`config.mk`:
```
export PLATFORM = sky130hd
export DESIGN_NAME = gf2_polynomial_alu_flat
export DESIGN_NICKNAME = d
export VERILOG_FILES = /design/src/hdl/gf2pa_pkg.sv /design/src/hdl/gf2pa_req_if.sv /design/src/hdl/gf2pa_rsp_if.sv /design/src/hdl/gf2pa_prep.sv /design/src/hdl/gf2pa_step.sv /design/src/hdl/gf2pa_finish.sv /design/src/hdl/gf2_polynomial_alu.sv /design/src/flat_wrapper.sv
export SDC_FILE = /design/constraint.sdc
export NUM_CORES = 2
export LEC_CHECK = 0
export BUFFER_PORTS_ARGS = -buffer_cell sky130_fd_sc_hd__buf_2
export CORE_MARGIN = 2
export CORE_UTILIZATION = 60
export CTS_BUF_LIST = sky130_fd_sc_hd__clkbuf_2
export DETAILED_ROUTE_END_ITERATION = 7
export GPL_TIMING_DRIVEN = 0
export PLACE_DENSITY = 0.77
export REMOVE_ABC_BUFFERS = 1
export SYNTH_ARGS = -nofsm -noshare
export SYNTH_HDL_FRONTEND = slang
export SYNTH_HIERARCHICAL = 1
export SYNTH_SLANG_ARGS = --single-unit
```
`constraint.sdc`:
```
create_clock -name clk -period 10.81 [get_ports clk]
set_clock_uncertainty 0.05 [all_clocks]
set_input_delay 2.162 -clock clk [delete_from_list [all_inputs] [get_ports clk]]
set_output_delay 2.162 -clock clk [all_outputs]
set_load 0.05 [all_outputs]
```
`src/hdl/gf2pa_pkg.sv`:
```
// Package for the GF(2) polynomial ALU: field widths, opcodes, stage sizing
// and the control struct that rides down the pipeline. No dependencies.
`default_nettype none

package gf2pa_pkg;

    localparam int OperandWidthDefault = 32;
    localparam int OperandFieldWidth   = 32;
    localparam int ResultWidth         = 63;
    localparam int OpcodeWidth         = 2;
    localparam int StepsPerStage       = 8;

    typedef logic [OpcodeWidth-1:0] opcode_t;

    localparam opcode_t OP_ADD = 2'd0;
    localparam opcode_t OP_MUL = 2'd1;
    localparam opcode_t OP_REM = 2'd2;
    localparam opcode_t OP_QUO = 2'd3;

    typedef struct packed {
        opcode_t op;
        logic    dz;
    } ctrl_t;

endpackage

`default_nettype wire

```
`src/hdl/gf2pa_req_if.sv`:
```
// Request channel of the GF(2) polynomial ALU: valid/ready plus opcode and operands.
// Depends on gf2pa_pkg.
`default_nettype none

interface gf2pa_req_if
    import gf2pa_pkg::*;
();
    logic                         valid;
    logic                         ready;
    opcode_t                      opcode;
    logic [OperandFieldWidth-1:0] operand_a;
    logic [OperandFieldWidth-1:0] operand_b;

    modport source (output valid, output opcode, output operand_a, output operand_b,
                    input ready);
    modport sink   (input valid, input opcode, input operand_a, input operand_b,
                    output ready);
endinterface

`default_nettype wire

```
`src/hdl/gf2pa_rsp_if.sv`:
```
// Result channel of the GF(2) polynomial ALU: valid/ready plus result and error flag.
// Depends on gf2pa_pkg.
`default_nettype none

interface gf2pa_rsp_if
    import gf2pa_pkg::*;
();
    logic                   valid;
    logic                   ready;
    logic [ResultWidth-1:0] poly_result;
    logic                   divide_by_zero;

    modport source (output valid, output poly_result, output divide_by_zero,
                    input ready);
    modport sink   (input valid, input poly_result, input divide_by_zero,
                    output ready);
endinterface

`default_nettype wire

```
`src/hdl/gf2pa_prep.sv`:
```
// Entry stage: mask operands, find the divisor degree; for rem/quo normalize
// divisor and dividend so the divisor MSB is at W-1. Depends on gf2pa_pkg.
`default_nettype none

module gf2pa_prep
    import gf2pa_pkg::*;
#(
    parameter int W = OperandWidthDefault
) (
    input  wire logic                         clk,
    input  wire logic                         rst_n,
    input  wire logic                         up_valid,
    output logic                              up_ready,
    input  wire opcode_t                      up_opcode,
    input  wire logic [OperandFieldWidth-1:0] up_operand_a,
    input  wire logic [OperandFieldWidth-1:0] up_operand_b,
    output logic                              down_valid,
    input  wire logic                         down_ready,
    output ctrl_t                             down_ctrl,
    output logic [2*W-2:0]                    down_work,
    output logic [W-1:0]                      down_x,
    output logic [W-1:0]                      down_y,
    output logic [$clog2(W)-1:0]              down_s
);

    localparam int SW = $clog2(W);

    logic               valid_reg;
    ctrl_t              ctrl_reg, ctrl_next;
    logic [2*W-2:0]     work_reg, work_next;
    logic [W-1:0]       x_reg, x_next;
    logic [W-1:0]       y_reg, y_next;
    logic [SW-1:0]      s_reg, s_next;

    logic [W-1:0]       a;
    logic [W-1:0]       b;
    logic [SW-1:0]      db;

    assign a = up_operand_a[W-1:0];
    assign b = up_operand_b[W-1:0];

    // Degree of the divisor: highest set bit.
    always_comb
    begin
        db = '0;
        for (int i = 0; i < W; i++)
        begin
            if (b[i])
            begin
                db = SW'(i);
            end
        end
    end

    always_comb
    begin
        ctrl_next.op = up_opcode;
        ctrl_next.dz = up_opcode[1] && (b == '0);
        s_next       = SW'(W - 1) - db;
        unique case (up_opcode)
            OP_ADD:
            begin
                work_next = {{(W-1){1'b0}}, a ^ b};
                x_next    = a;
                y_next    = b;
            end
            OP_MUL:
            begin
                work_next = '0;
                x_next    = a;
                y_next    = b;
            end
            default:
            begin
                // Dividend and divisor both scaled by x^s.
                work_next = {{(W-1){1'b0}}, a} << s_next;
                x_next    = b << s_next;
                y_next    = '0;
            end
        endcase
    end

    assign up_ready = !valid_reg || down_ready;

    always_ff @(posedge clk or negedge rst_n)
    begin
        if (!rst_n)
        begin
            valid_reg <= 1'b0;
        end
        else if (up_ready)
        begin
            valid_reg <= up_valid;
        end
    end

    always_ff @(posedge clk)
    begin
        if (up_ready && up_valid)
        begin
            ctrl_reg <= ctrl_next;
            work_reg <= work_next;
            x_reg    <= x_next;
            y_reg    <= y_next;
            s_reg    <= s_next;
        end
    end

    assign down_valid = valid_reg;
    assign down_ctrl  = ctrl_reg;
    assign down_work  = work_reg;
    assign down_x     = x_reg;
    assign down_y     = y_reg;
    assign down_s     = s_reg;

endmodule

`default_nettype wire

```
`src/hdl/gf2pa_step.sv`:
```
// One pipeline stage of StepsPerStage steps: partial products for multiply,
// shift-and-subtract long division steps for remainder/quotient. Depends on gf2pa_pkg.
`default_nettype none

module gf2pa_step
    import gf2pa_pkg::*;
#(
    parameter int W    = OperandWidthDefault,
    parameter int BASE = 0
) (
    input  wire logic                 clk,
    input  wire logic                 rst_n,
    input  wire logic                 up_valid,
    output logic                      up_ready,
    input  wire ctrl_t                up_ctrl,
    input  wire logic [2*W-2:0]       up_work,
    input  wire logic [W-1:0]         up_x,
    input  wire logic [W-1:0]         up_y,
    input  wire logic [$clog2(W)-1:0] up_s,
    output logic                      down_valid,
    input  wire logic                 down_ready,
    output ctrl_t                     down_ctrl,
    output logic [2*W-2:0]            down_work,
    output logic [W-1:0]              down_x,
    output logic [W-1:0]              down_y,
    output logic [$clog2(W)-1:0]      down_s
);

    localparam int SW = $clog2(W);

    logic           valid_reg;
    ctrl_t          ctrl_reg;
    logic [2*W-2:0] work_reg, work_next;
    logic [W-1:0]   x_reg;
    logic [W-1:0]   y_reg, y_next;
    logic [SW-1:0]  s_reg;

    always_comb
    begin
        logic top;
        top       = 1'b0;
        work_next = up_work;
        y_next    = up_y;
        for (int k = 0; k < StepsPerStage; k++)
        begin
            if (BASE + k < W)
            begin
                if (up_ctrl.op == OP_MUL)
                begin
                    // Add in a * x^i where bit i of b is set.
                    if (up_y[BASE + k])
                    begin
                        work_next = work_next ^ ({{(W-1){1'b0}}, up_x} << (BASE + k));
                    end
                end
                else if (up_ctrl.op[1])
                begin
                    // Subtract the aligned divisor when the top bit is set.
                    top = work_next[2*W-2];
                    if (top)
                    begin
                        work_next = work_next ^ {up_x, {(W-1){1'b0}}};
                    end
                    work_next = {work_next[2*W-3:0], 1'b0};
                    y_next    = {y_next[W-2:0], top};
                end
            end
        end
    end

    assign up_ready = !valid_reg || down_ready;

    always_ff @(posedge clk or negedge rst_n)
    begin
        if (!rst_n)
        begin
            valid_reg <= 1'b0;
        end
        else if (up_ready)
        begin
            valid_reg <= up_valid;
        end
    end

    always_ff @(posedge clk)
    begin
        if (up_ready && up_valid)
        begin
            ctrl_reg <= up_ctrl;
            work_reg <= work_next;
            x_reg    <= up_x;
            y_reg    <= y_next;
            s_reg    <= up_s;
        end
    end

    assign down_valid = valid_reg;
    assign down_ctrl  = ctrl_reg;
    assign down_work  = work_reg;
    assign down_x     = x_reg;
    assign down_y     = y_reg;
    assign down_s     = s_reg;

endmodule

`default_nettype wire

```
`src/hdl/gf2pa_finish.sv`:
```
// Output stage: pick the result by opcode, undo the remainder normalization,
// and hold it in the output register. Depends on gf2pa_pkg.
`default_nettype none

module gf2pa_finish
    import gf2pa_pkg::*;
#(
    parameter int W = OperandWidthDefault
) (
    input  wire logic                 clk,
    input  wire logic                 rst_n,
    input  wire logic                 up_valid,
    output logic                      up_ready,
    input  wire ctrl_t                up_ctrl,
    input  wire logic [2*W-2:0]       up_work,
    input  wire logic [W-1:0]         up_y,
    input  wire logic [$clog2(W)-1:0] up_s,
    output logic                      down_valid,
    input  wire logic                 down_ready,
    output logic [ResultWidth-1:0]    down_result,
    output logic                      down_dz
);

    logic                   valid_reg;
    logic [ResultWidth-1:0] result_reg, result_next;
    logic                   dz_reg;
    logic [W-2:0]           rem;
    logic [2*W-2:0]         poly;

    // Remainder sits in the top W-1 bits, scaled by x^s.
    assign rem = up_work[2*W-2:W] >> up_s;

    always_comb
    begin
        unique case (up_ctrl.op)
            OP_ADD,
            OP_MUL: poly = up_work;
            OP_REM: poly = {{W{1'b0}}, rem};
            OP_QUO: poly = {{(W-1){1'b0}}, up_y};
            default: poly = '0;
        endcase
        if (up_ctrl.dz)
        begin
            poly = '0;
        end
        result_next = ResultWidth'(poly);
    end

    assign up_ready = !valid_reg || down_ready;

    always_ff @(posedge clk or negedge rst_n)
    begin
        if (!rst_n)
        begin
            valid_reg <= 1'b0;
        end
        else if (up_ready)
        begin
            valid_reg <= up_valid;
        end
    end

    always_ff @(posedge clk)
    begin
        if (up_ready && up_valid)
        begin
            result_reg <= result_next;
            dz_reg     <= up_ctrl.dz;
        end
    end

    assign down_valid  = valid_reg;
    assign down_result = result_reg;
    assign down_dz     = dz_reg;

endmodule

`default_nettype wire

```
`src/hdl/gf2_polynomial_alu.sv`:
```
// Top level of the GF(2) polynomial ALU: add, carry-less multiply, remainder, quotient.
// Depends on gf2pa_pkg, gf2pa_req_if, gf2pa_rsp_if, gf2pa_prep, gf2pa_step, gf2pa_finish.
//
//   channel | dir | transfer payload
//   --------+-----+------------------------------------------------------
//   req     | in  | opcode[1:0], operand_a[31:0], operand_b[31:0]
//   rsp     | out | poly_result[62:0], divide_by_zero
//
// One transfer in per cycle while rsp is not stalled, one result per request, in order.
// Pipeline: one entry stage that normalizes the divisor, then stages of eight
// division steps or eight partial products each, then the output register.
// Stage depth is set by those eight steps.
// rst_n clears only the stage valid bits; payload registers are not reset.
// A stall on rsp backs up through the per-stage ready chain; bubbles are squeezed out.
`default_nettype none

module gf2_polynomial_alu
    import gf2pa_pkg::*;
#(
    parameter int OPERAND_WIDTH = OperandWidthDefault
) (
    input  wire logic   clk,
    input  wire logic   rst_n,
    gf2pa_req_if.sink   req,
    gf2pa_rsp_if.source rsp
);

    localparam int W       = OPERAND_WIDTH;
    localparam int SW      = $clog2(W);
    localparam int NSTAGES = (W + StepsPerStage - 1) / StepsPerStage;

    // Pipe between stages: index 0 is the entry stage output.
    logic           pipe_valid [NSTAGES+1];
    logic           pipe_ready [NSTAGES+1];
    ctrl_t          pipe_ctrl  [NSTAGES+1];
    logic [2*W-2:0] pipe_work  [NSTAGES+1];
    logic [W-1:0]   pipe_x     [NSTAGES+1];
    logic [W-1:0]   pipe_y     [NSTAGES+1];
    logic [SW-1:0]  pipe_s     [NSTAGES+1];

    gf2pa_prep #(.W(W)) u_prep (
        .clk          (clk),
        .rst_n        (rst_n),
        .up_valid     (req.valid),
        .up_ready     (req.ready),
        .up_opcode    (req.opcode),
        .up_operand_a (req.operand_a),
        .up_operand_b (req.operand_b),
        .down_valid   (pipe_valid[0]),
        .down_ready   (pipe_ready[0]),
        .down_ctrl    (pipe_ctrl[0]),
        .down_work    (pipe_work[0]),
        .down_x       (pipe_x[0]),
        .down_y       (pipe_y[0]),
        .down_s       (pipe_s[0])
    );

    // Step stages: each advances eight bit positions of multiplier or quotient.
    for (genvar g = 0; g < NSTAGES; g++)
    begin : g_step
        gf2pa_step #(.W(W), .BASE(g * StepsPerStage)) u_step (
            .clk        (clk),
            .rst_n      (rst_n),
            .up_valid   (pipe_valid[g]),
            .up_ready   (pipe_ready[g]),
            .up_ctrl    (pipe_ctrl[g]),
            .up_work    (pipe_work[g]),
            .up_x       (pipe_x[g]),
            .up_y       (pipe_y[g]),
            .up_s       (pipe_s[g]),
            .down_valid (pipe_valid[g+1]),
            .down_ready (pipe_ready[g+1]),
            .down_ctrl  (pipe_ctrl[g+1]),
            .down_work  (pipe_work[g+1]),
            .down_x     (pipe_x[g+1]),
            .down_y     (pipe_y[g+1]),
            .down_s     (pipe_s[g+1])
        );
    end

    // Divisor copy is only needed inside the step stages.
    gf2pa_finish #(.W(W)) u_finish (
        .clk         (clk),
        .rst_n       (rst_n),
        .up_valid    (pipe_valid[NSTAGES]),
        .up_ready    (pipe_ready[NSTAGES]),
        .up_ctrl     (pipe_ctrl[NSTAGES]),
        .up_work     (pipe_work[NSTAGES]),
        .up_y        (pipe_y[NSTAGES]),
        .up_s        (pipe_s[NSTAGES]),
        .down_valid  (rsp.valid),
        .down_ready  (rsp.ready),
        .down_result (rsp.poly_result),
        .down_dz     (rsp.divide_by_zero)
    );

    // A division by zero always reports a zero polynomial.
    a_dz_zero: assert property (@(posedge clk) disable iff (!rst_n)
        rsp.valid && rsp.divide_by_zero |-> rsp.poly_result == '0)
        else $error("divide_by_zero result is not zero");

    // Nothing can land above the degree of a full product.
    a_result_range: assert property (@(posedge clk) disable iff (!rst_n)
        rsp.valid |-> (rsp.poly_result >> (2*W-1)) == '0)
        else $error("result bits above product degree");

    // The quotient degree never exceeds the normalization shift.
    a_quo_degree: assert property (@(posedge clk) disable iff (!rst_n)
        pipe_valid[NSTAGES] && pipe_ctrl[NSTAGES].op[1] && !pipe_ctrl[NSTAGES].dz
        |-> (({1'b0, pipe_y[NSTAGES]} >> pipe_s[NSTAGES]) >> 1) == '0)
        else $error("quotient wider than normalization allows");

    // Request side stalls only when every stage is full and the result is held.
    a_full_stall: assert property (@(posedge clk) disable iff (!rst_n)
        !req.ready |-> rsp.valid && !rsp.ready)
        else $error("request stalled with room in the pipeline");

endmodule

`default_nettype wire

```
`src/flat_wrapper.sv`:
```
// flat-port wrapper written by rule: the top's interface ports become plain ports
module gf2_polynomial_alu_flat import gf2pa_pkg::*;
#(
    parameter int OPERAND_WIDTH = OperandWidthDefault
)
  (clk, rst_n, req_valid, req_opcode, req_operand_a, req_operand_b, req_ready, rsp_valid, rsp_poly_result, rsp_divide_by_zero, rsp_ready);
  gf2pa_req_if req_i ();
  gf2pa_rsp_if rsp_i ();
  input  wire logic clk;
  input  wire logic rst_n;
  input wire logic [$bits(req_i.valid)-1:0] req_valid;
  input wire logic [$bits(req_i.opcode)-1:0] req_opcode;
  input wire logic [$bits(req_i.operand_a)-1:0] req_operand_a;
  input wire logic [$bits(req_i.operand_b)-1:0] req_operand_b;
  output wire logic [$bits(req_i.ready)-1:0] req_ready;
  output wire logic [$bits(rsp_i.valid)-1:0] rsp_valid;
  output wire logic [$bits(rsp_i.poly_result)-1:0] rsp_poly_result;
  output wire logic [$bits(rsp_i.divide_by_zero)-1:0] rsp_divide_by_zero;
  input wire logic [$bits(rsp_i.ready)-1:0] rsp_ready;
  assign req_i.valid = req_valid;
  assign req_i.opcode = req_opcode;
  assign req_i.operand_a = req_operand_a;
  assign req_i.operand_b = req_operand_b;
  assign req_ready = req_i.ready;
  assign rsp_valid = rsp_i.valid;
  assign rsp_poly_result = rsp_i.poly_result;
  assign rsp_divide_by_zero = rsp_i.divide_by_zero;
  assign rsp_i.ready = rsp_ready;
  gf2_polynomial_alu #(.OPERAND_WIDTH(OPERAND_WIDTH)) u_core (.clk(clk), .rst_n(rst_n), .req(req_i), .rsp(rsp_i));
endmodule
```
# == Word-level counts from Yosys, hierarchy flattened ==
# Index checks and enable logic that the tools add are counted.
# Widths: inputs -> output; s select.
# totals
ff_bits,713
output_inout_bits,66
elab_cells,363
inputBits,70
# op_classes
n_eq_ne,8
mux,226
n_bitwise,64
reduce_logical,24
shift,3
addsub,1
# ops
op,n
$mux 63,96
$mux 32,65
$mux 62,32
$xor 62x62->62,31
$pmux 63 s3,1
$mux 5,29
$pmux 63 s2,1
$shl 32x5->63,1
$xor 63x32->63,1
$xor 63x33->63,1
$xor 63x34->63,1
$xor 63x35->63,1
$xor 63x36->63,1
$xor 63x37->63,1
$xor 63x38->63,1
$xor 63x39->63,1
$xor 63x40->63,1
$xor 63x41->63,1
$xor 63x42->63,1
$xor 63x43->63,1
$xor 63x44->63,1
$xor 63x45->63,1
$xor 63x46->63,1
$xor 63x47->63,1
30 further kinds,54

# == Logic depth before layout (Yosys ltp) ==
# depth
word_depth,34
mapped_depth,18
ltp_nobuf,14

# == Modules after synthesis ==
# Netlist, hierarchy kept.
# by_module_without_submodules
module,area_each_um2,cells_per_inst,instances,seq_area_each_um2
gf2pa_step at u_core.g_step[0].u_step,14381.3,1759,1,4078.9
gf2pa_step at u_core.g_step[2].u_step,14121.0,1783,1,4078.9
gf2pa_step at u_core.g_step[3].u_step,13815.8,1699,1,4078.9
gf2pa_step at u_core.g_step[1].u_step,13729.4,1706,1,4078.9
gf2pa_prep,9670.5,911,1,4078.9
gf2pa_finish,4463.0,397,1,1946.9

# == Worst setup path before layout ==
# Ideal clock, no wire load.
# synth_timing
path_type,input -> register
start,in rsp_ready
end,"reg u_core.u_prep.ctrl_reg, in the netlist u_core/u_prep/down_ctrl[0] (enable)"
setup_ps,510
n_path_buf,0
cell_stages,7
required_time_ps,10250
slack_ps,3833
t_arrival_ps,6417
path_cell_list,nand2b_1 nand2b_1 nand2b_1 nand2b_1 nand2b_1 nand2b_1 and2_1
# synth_rtl
item,line,rtl
from (decl),flat_wrapper.sv:19,input wire logic [$bits(rsp_i.ready)-1:0] rsp_ready;
to (signal assigned),gf2pa_prep.sv:101,ctrl_reg <= ctrl_next;
to (decl),gf2pa_prep.sv:29,"ctrl_t ctrl_reg, ctrl_next;"

# == Worst setup path in the final report ==
# layout_timing
start,"reg u_core.g_step[2].u_step.ctrl_reg, in the netlist u_core/g_step[2].u_step/down_ctrl[2]"
end,"reg u_core.g_step[3].u_step.work_reg[60], data pin"
# layout_between
elab_chain_cells,30
elab_cells_between_ends,44
# layout_lines
item,line,rtl
from (decl),gf2pa_step.sv:32,ctrl_t ctrl_reg;
from (signal assigned),gf2pa_step.sv:89,ctrl_reg <= up_ctrl;
$eq 2x1->1 or $mux 63 (tied branches),"gf2pa_step.sv:48, gf2pa_step.sv:56",
$mux 63,gf2pa_step.sv:48,if (up_ctrl.op == OP_MUL)
$xor 62x62->62,gf2pa_step.sv:62,"work_next = work_next ^ {up_x, {(W-1){1'b0}}};"
$mux 62,gf2pa_step.sv:60,if (top)
$mux 63,gf2pa_step.sv:56,else if (up_ctrl.op[1])
$mux 63,gf2pa_step.sv:48,
$xor 62x62->62,gf2pa_step.sv:62,
$mux 62,gf2pa_step.sv:60,
[... 15 more ...],n/a,
$mux 62,gf2pa_step.sv:60,
$mux 63,gf2pa_step.sv:56,
$mux 63,gf2pa_step.sv:48,
$xor 63x63->63,gf2pa_step.sv:62,
$mux 62,gf2pa_step.sv:60,
$mux 63,gf2pa_step.sv:56,
$mux 63 (*),gf2pa_step.sv:48,
named net u_core.g_step[3].u_step.work_next[60],gf2pa_step.sv:33,"logic [2*W-2:0] work_reg, work_next;"
to (signal assigned),gf2pa_step.sv:90,work_reg <= work_next;
to (decl),gf2pa_step.sv:33,
# The timed path passes the listed nets; every way through them passes the cells marked *.
# A chain may end at the register's enable or synchronous reset.

==> flow_summary.ini <==
[yosys]
syn_area_sq_um = 69220
yosys_warnings = 6
synthCells = 8223
avgSynthCellArea_sq_um = 8.418

[timing]
layout_setup_ws_ps = 2301
slew_violations = 67
post-route-period-util = 0.7872
worstMarginPinSlew_ps = 1548
report.final.setup_viol = 0
slew_headroom = -0.03201
fmax_ghz = 0.1175
tns_ps = 0
hold_violations = 0
rsz0062_at_grt = no
layout_min_cycle_time_ps = 8509

[routing]
finalWirelength_um = 239800
drt_iter0_drc = 8024
met1Wirelength_um = 85680
dr.max_layer_used = met5
drc_errors = 0
wl_per_cell_um = 25.08
vias_per_cell = 6.485
postRouteAntennaNets = 0
dr_wl_met3_um = 26080
via_count = 62000
first_pass_iters = 7
met2_length_um = 107800

[global_route]
antenna_found_initial = 7
grt_pass1_wl_um = 359000
grt-ovfl-total = 0
grt_pass1_vias = 58700
grt_max_degree = 76
grt.total_usage = 0.3968

[placement]
port_buffers = 135
place_inst = 9225
hpwl_um = 166200
pre_cts_slack_ps = 2779
place.gp.congestion = 1.021

[power_and_ir_drop]
ir_worst_vdd_mv = 0.3408
leakage_nw = 27.15
power_mw = 24.14
power.density_nw_per_um2 = 330.1

[floorplanning]
ios = 136
die_x_um = 343.7
die_y_um = 343.7
core_area_sq_um = 114300
dieArea_sq_um = 118100
rows = 124
floorplan.initialDensity = 0.6054

[run_status]
status = complete, but fails checks
violations = capacitance limit, slew limit

[clock_tree]
post-cts-setup-buffers = 0
clk_pin_slew_ps = 110
clock_latency_ps = 1660
cts_hold_buf = 0
clock_sinks = 713
h-tree-depth = 4
clockRootBuffer = clkbuf_2
cts_made_buffers = 183
cts_tree = yes
cts_resized = 0
clockBufferDepth = 3

[worst_setup_path]
cp-end-kind = flip-flop
crit_family = simple AND/OR/NAND/NOR gates
path_buf_inv = 2
crit_top_cell = nand2_1
critPathMaxFanout = 31
critPathSlowestCell = and2_1
crit_chain = buf_16, buf_16, nor2b_1, a31o_1, a21oi_2, nand2_1, o211ai_1, nand2_1, o21ai_0, a31oi_1, and2_1, nand2_1, xnor2_1, and4_1, a211oi_1
cp.arrival_ps = 9770
required_ps = 12070
cpPeakStageDelay_ps = 1130
cp-start-kind = flip-flop
crit_type = reg -> reg

[layout]
nets = 7979
drive_above_1_share = 0.1114
final_util = 0.6395
synthToLayoutAreaGrowth_pct = 5.634
nFillCells = 9340
layoutNonFillerInstCount = 9560

[job]
maxCapViolCount = 2

[worst_hold_path]
min_path_type = reg -> reg
final timing paths:
check	start	to	slack, ps	cells past startpoint
worst min register to register	u_core/u_prep/down_s[4]	u_core/g_step[0].u_step/down_s[4]	280	0
worst max register to register	u_core/g_step[2].u_step/down_ctrl[2]	u_core/g_step[3].u_step/down_work[60]	2300	15
min in group asynchronous	rst_n	u_core/u_finish/down_valid	350	1
max in group asynchronous	rst_n	u_core/g_step[0].u_step/down_valid	10190	1
worst min-delay path	u_core/u_prep/down_s[4]	u_core/g_step[0].u_step/down_s[4]	280	0
worst max-delay path	u_core/g_step[2].u_step/down_ctrl[2]	u_core/g_step[3].u_step/down_work[60]	2300	15
report_power, final:
group          internal (mW)  switching, mW  total, mW
sequential              4.16           1.38       5.54
clock                  0.794           1.19       1.99
combinational           7.30           9.30       16.6
total                   12.3           11.9       24.1
per-stage QoR:
stage / hold WS [ps] / instance area, sq um
after floorplan: 350.3 / 66010
after global placement: 355.8 / 68580
after detailed placement: 354.5 / 71050
after CTS: 162.1 / 72840
after global routing: 188.1 / 73120
final: 283.8 / 73120
flip-flops by register name, indices dropped and copies added, names as in the netlist, 5 cells and up:
register	count
u_core/g_step.u_step/down_ctrl	12
u_core/g_step.u_step/down_s	20
u_core/g_step.u_step/down_work	252
u_core/g_step.u_step/down_x	96
u_core/g_step.u_step/down_y	128
u_core/u_finish/down_result	63
u_core/u_prep/down_s	5
u_core/u_prep/down_work	63
u_core/u_prep/down_x	32
u_core/u_prep/down_y	32
layout make-up:
type,count,area [sq um],share of cell area
Clock buffer,241,1206,0.01650
Sequential cell,713,21380,0.2924
Tap cell,1512,1892,0.02587
Clock inverter,75,588.1,0.008042
Inverter,83,314.1,0.004295
Multi-Input combinational cell,6688,44460,0.6080
Timing Repair Buffer,240,3264,0.04464
Antenna cell,8,20.02,0.0002738
layer usage:
| metal | track usage | vias to the layer above |
|---|---|---|
| li1 | - | 27360 |
| met1 | 0.4867 | 29150 |
| met2 | 0.6234 | 4379 |
| met3 | 0.07891 | 1106 |
| met4 | 0.2891 | 4 |
| met5 | 0 | - |
worst register-to-register path: cells and delay by family, from the launching register on:
kind / cells / cell delay, ps
DFF: 1 / 740
buffers and inverters: 2 / 510
and+or+nand+nor: 6 / 4420
xor gates and xnor gates: 1 / 190
AOI/OAI and AO/OA: 6 / 2350
cell usage in the layout (no fill, tap or decap), types with 28 or more instances in the layout:
cell type / count
nand2_1: 2109
a211oi_1: 60
o31ai_1: 30
a21oi_1: 331
xor2_1: 493
buf_16: 80
nor2b_1: 82
a31oi_1: 48
clkbuf_2: 241
and2_1: 56
and3_1: 62
nor3_1: 76
o21ai_0: 239
mux2i_1: 230
mux4_2: 35
o21ai_1: 32
o22ai_1: 37
xnor3_1: 39
o211ai_1: 33
edfxtp_1: 707
inv_1: 66
or3_1: 28
nand2b_1: 39
a21o_1: 28
nor2_1: 368
clkinv_1: 49
a22oi_1: 35
xnor2_1: 1369
nand3_1: 98
buf_2: 135
mux2_2: 179
Power figures use the tool's default switching activity.
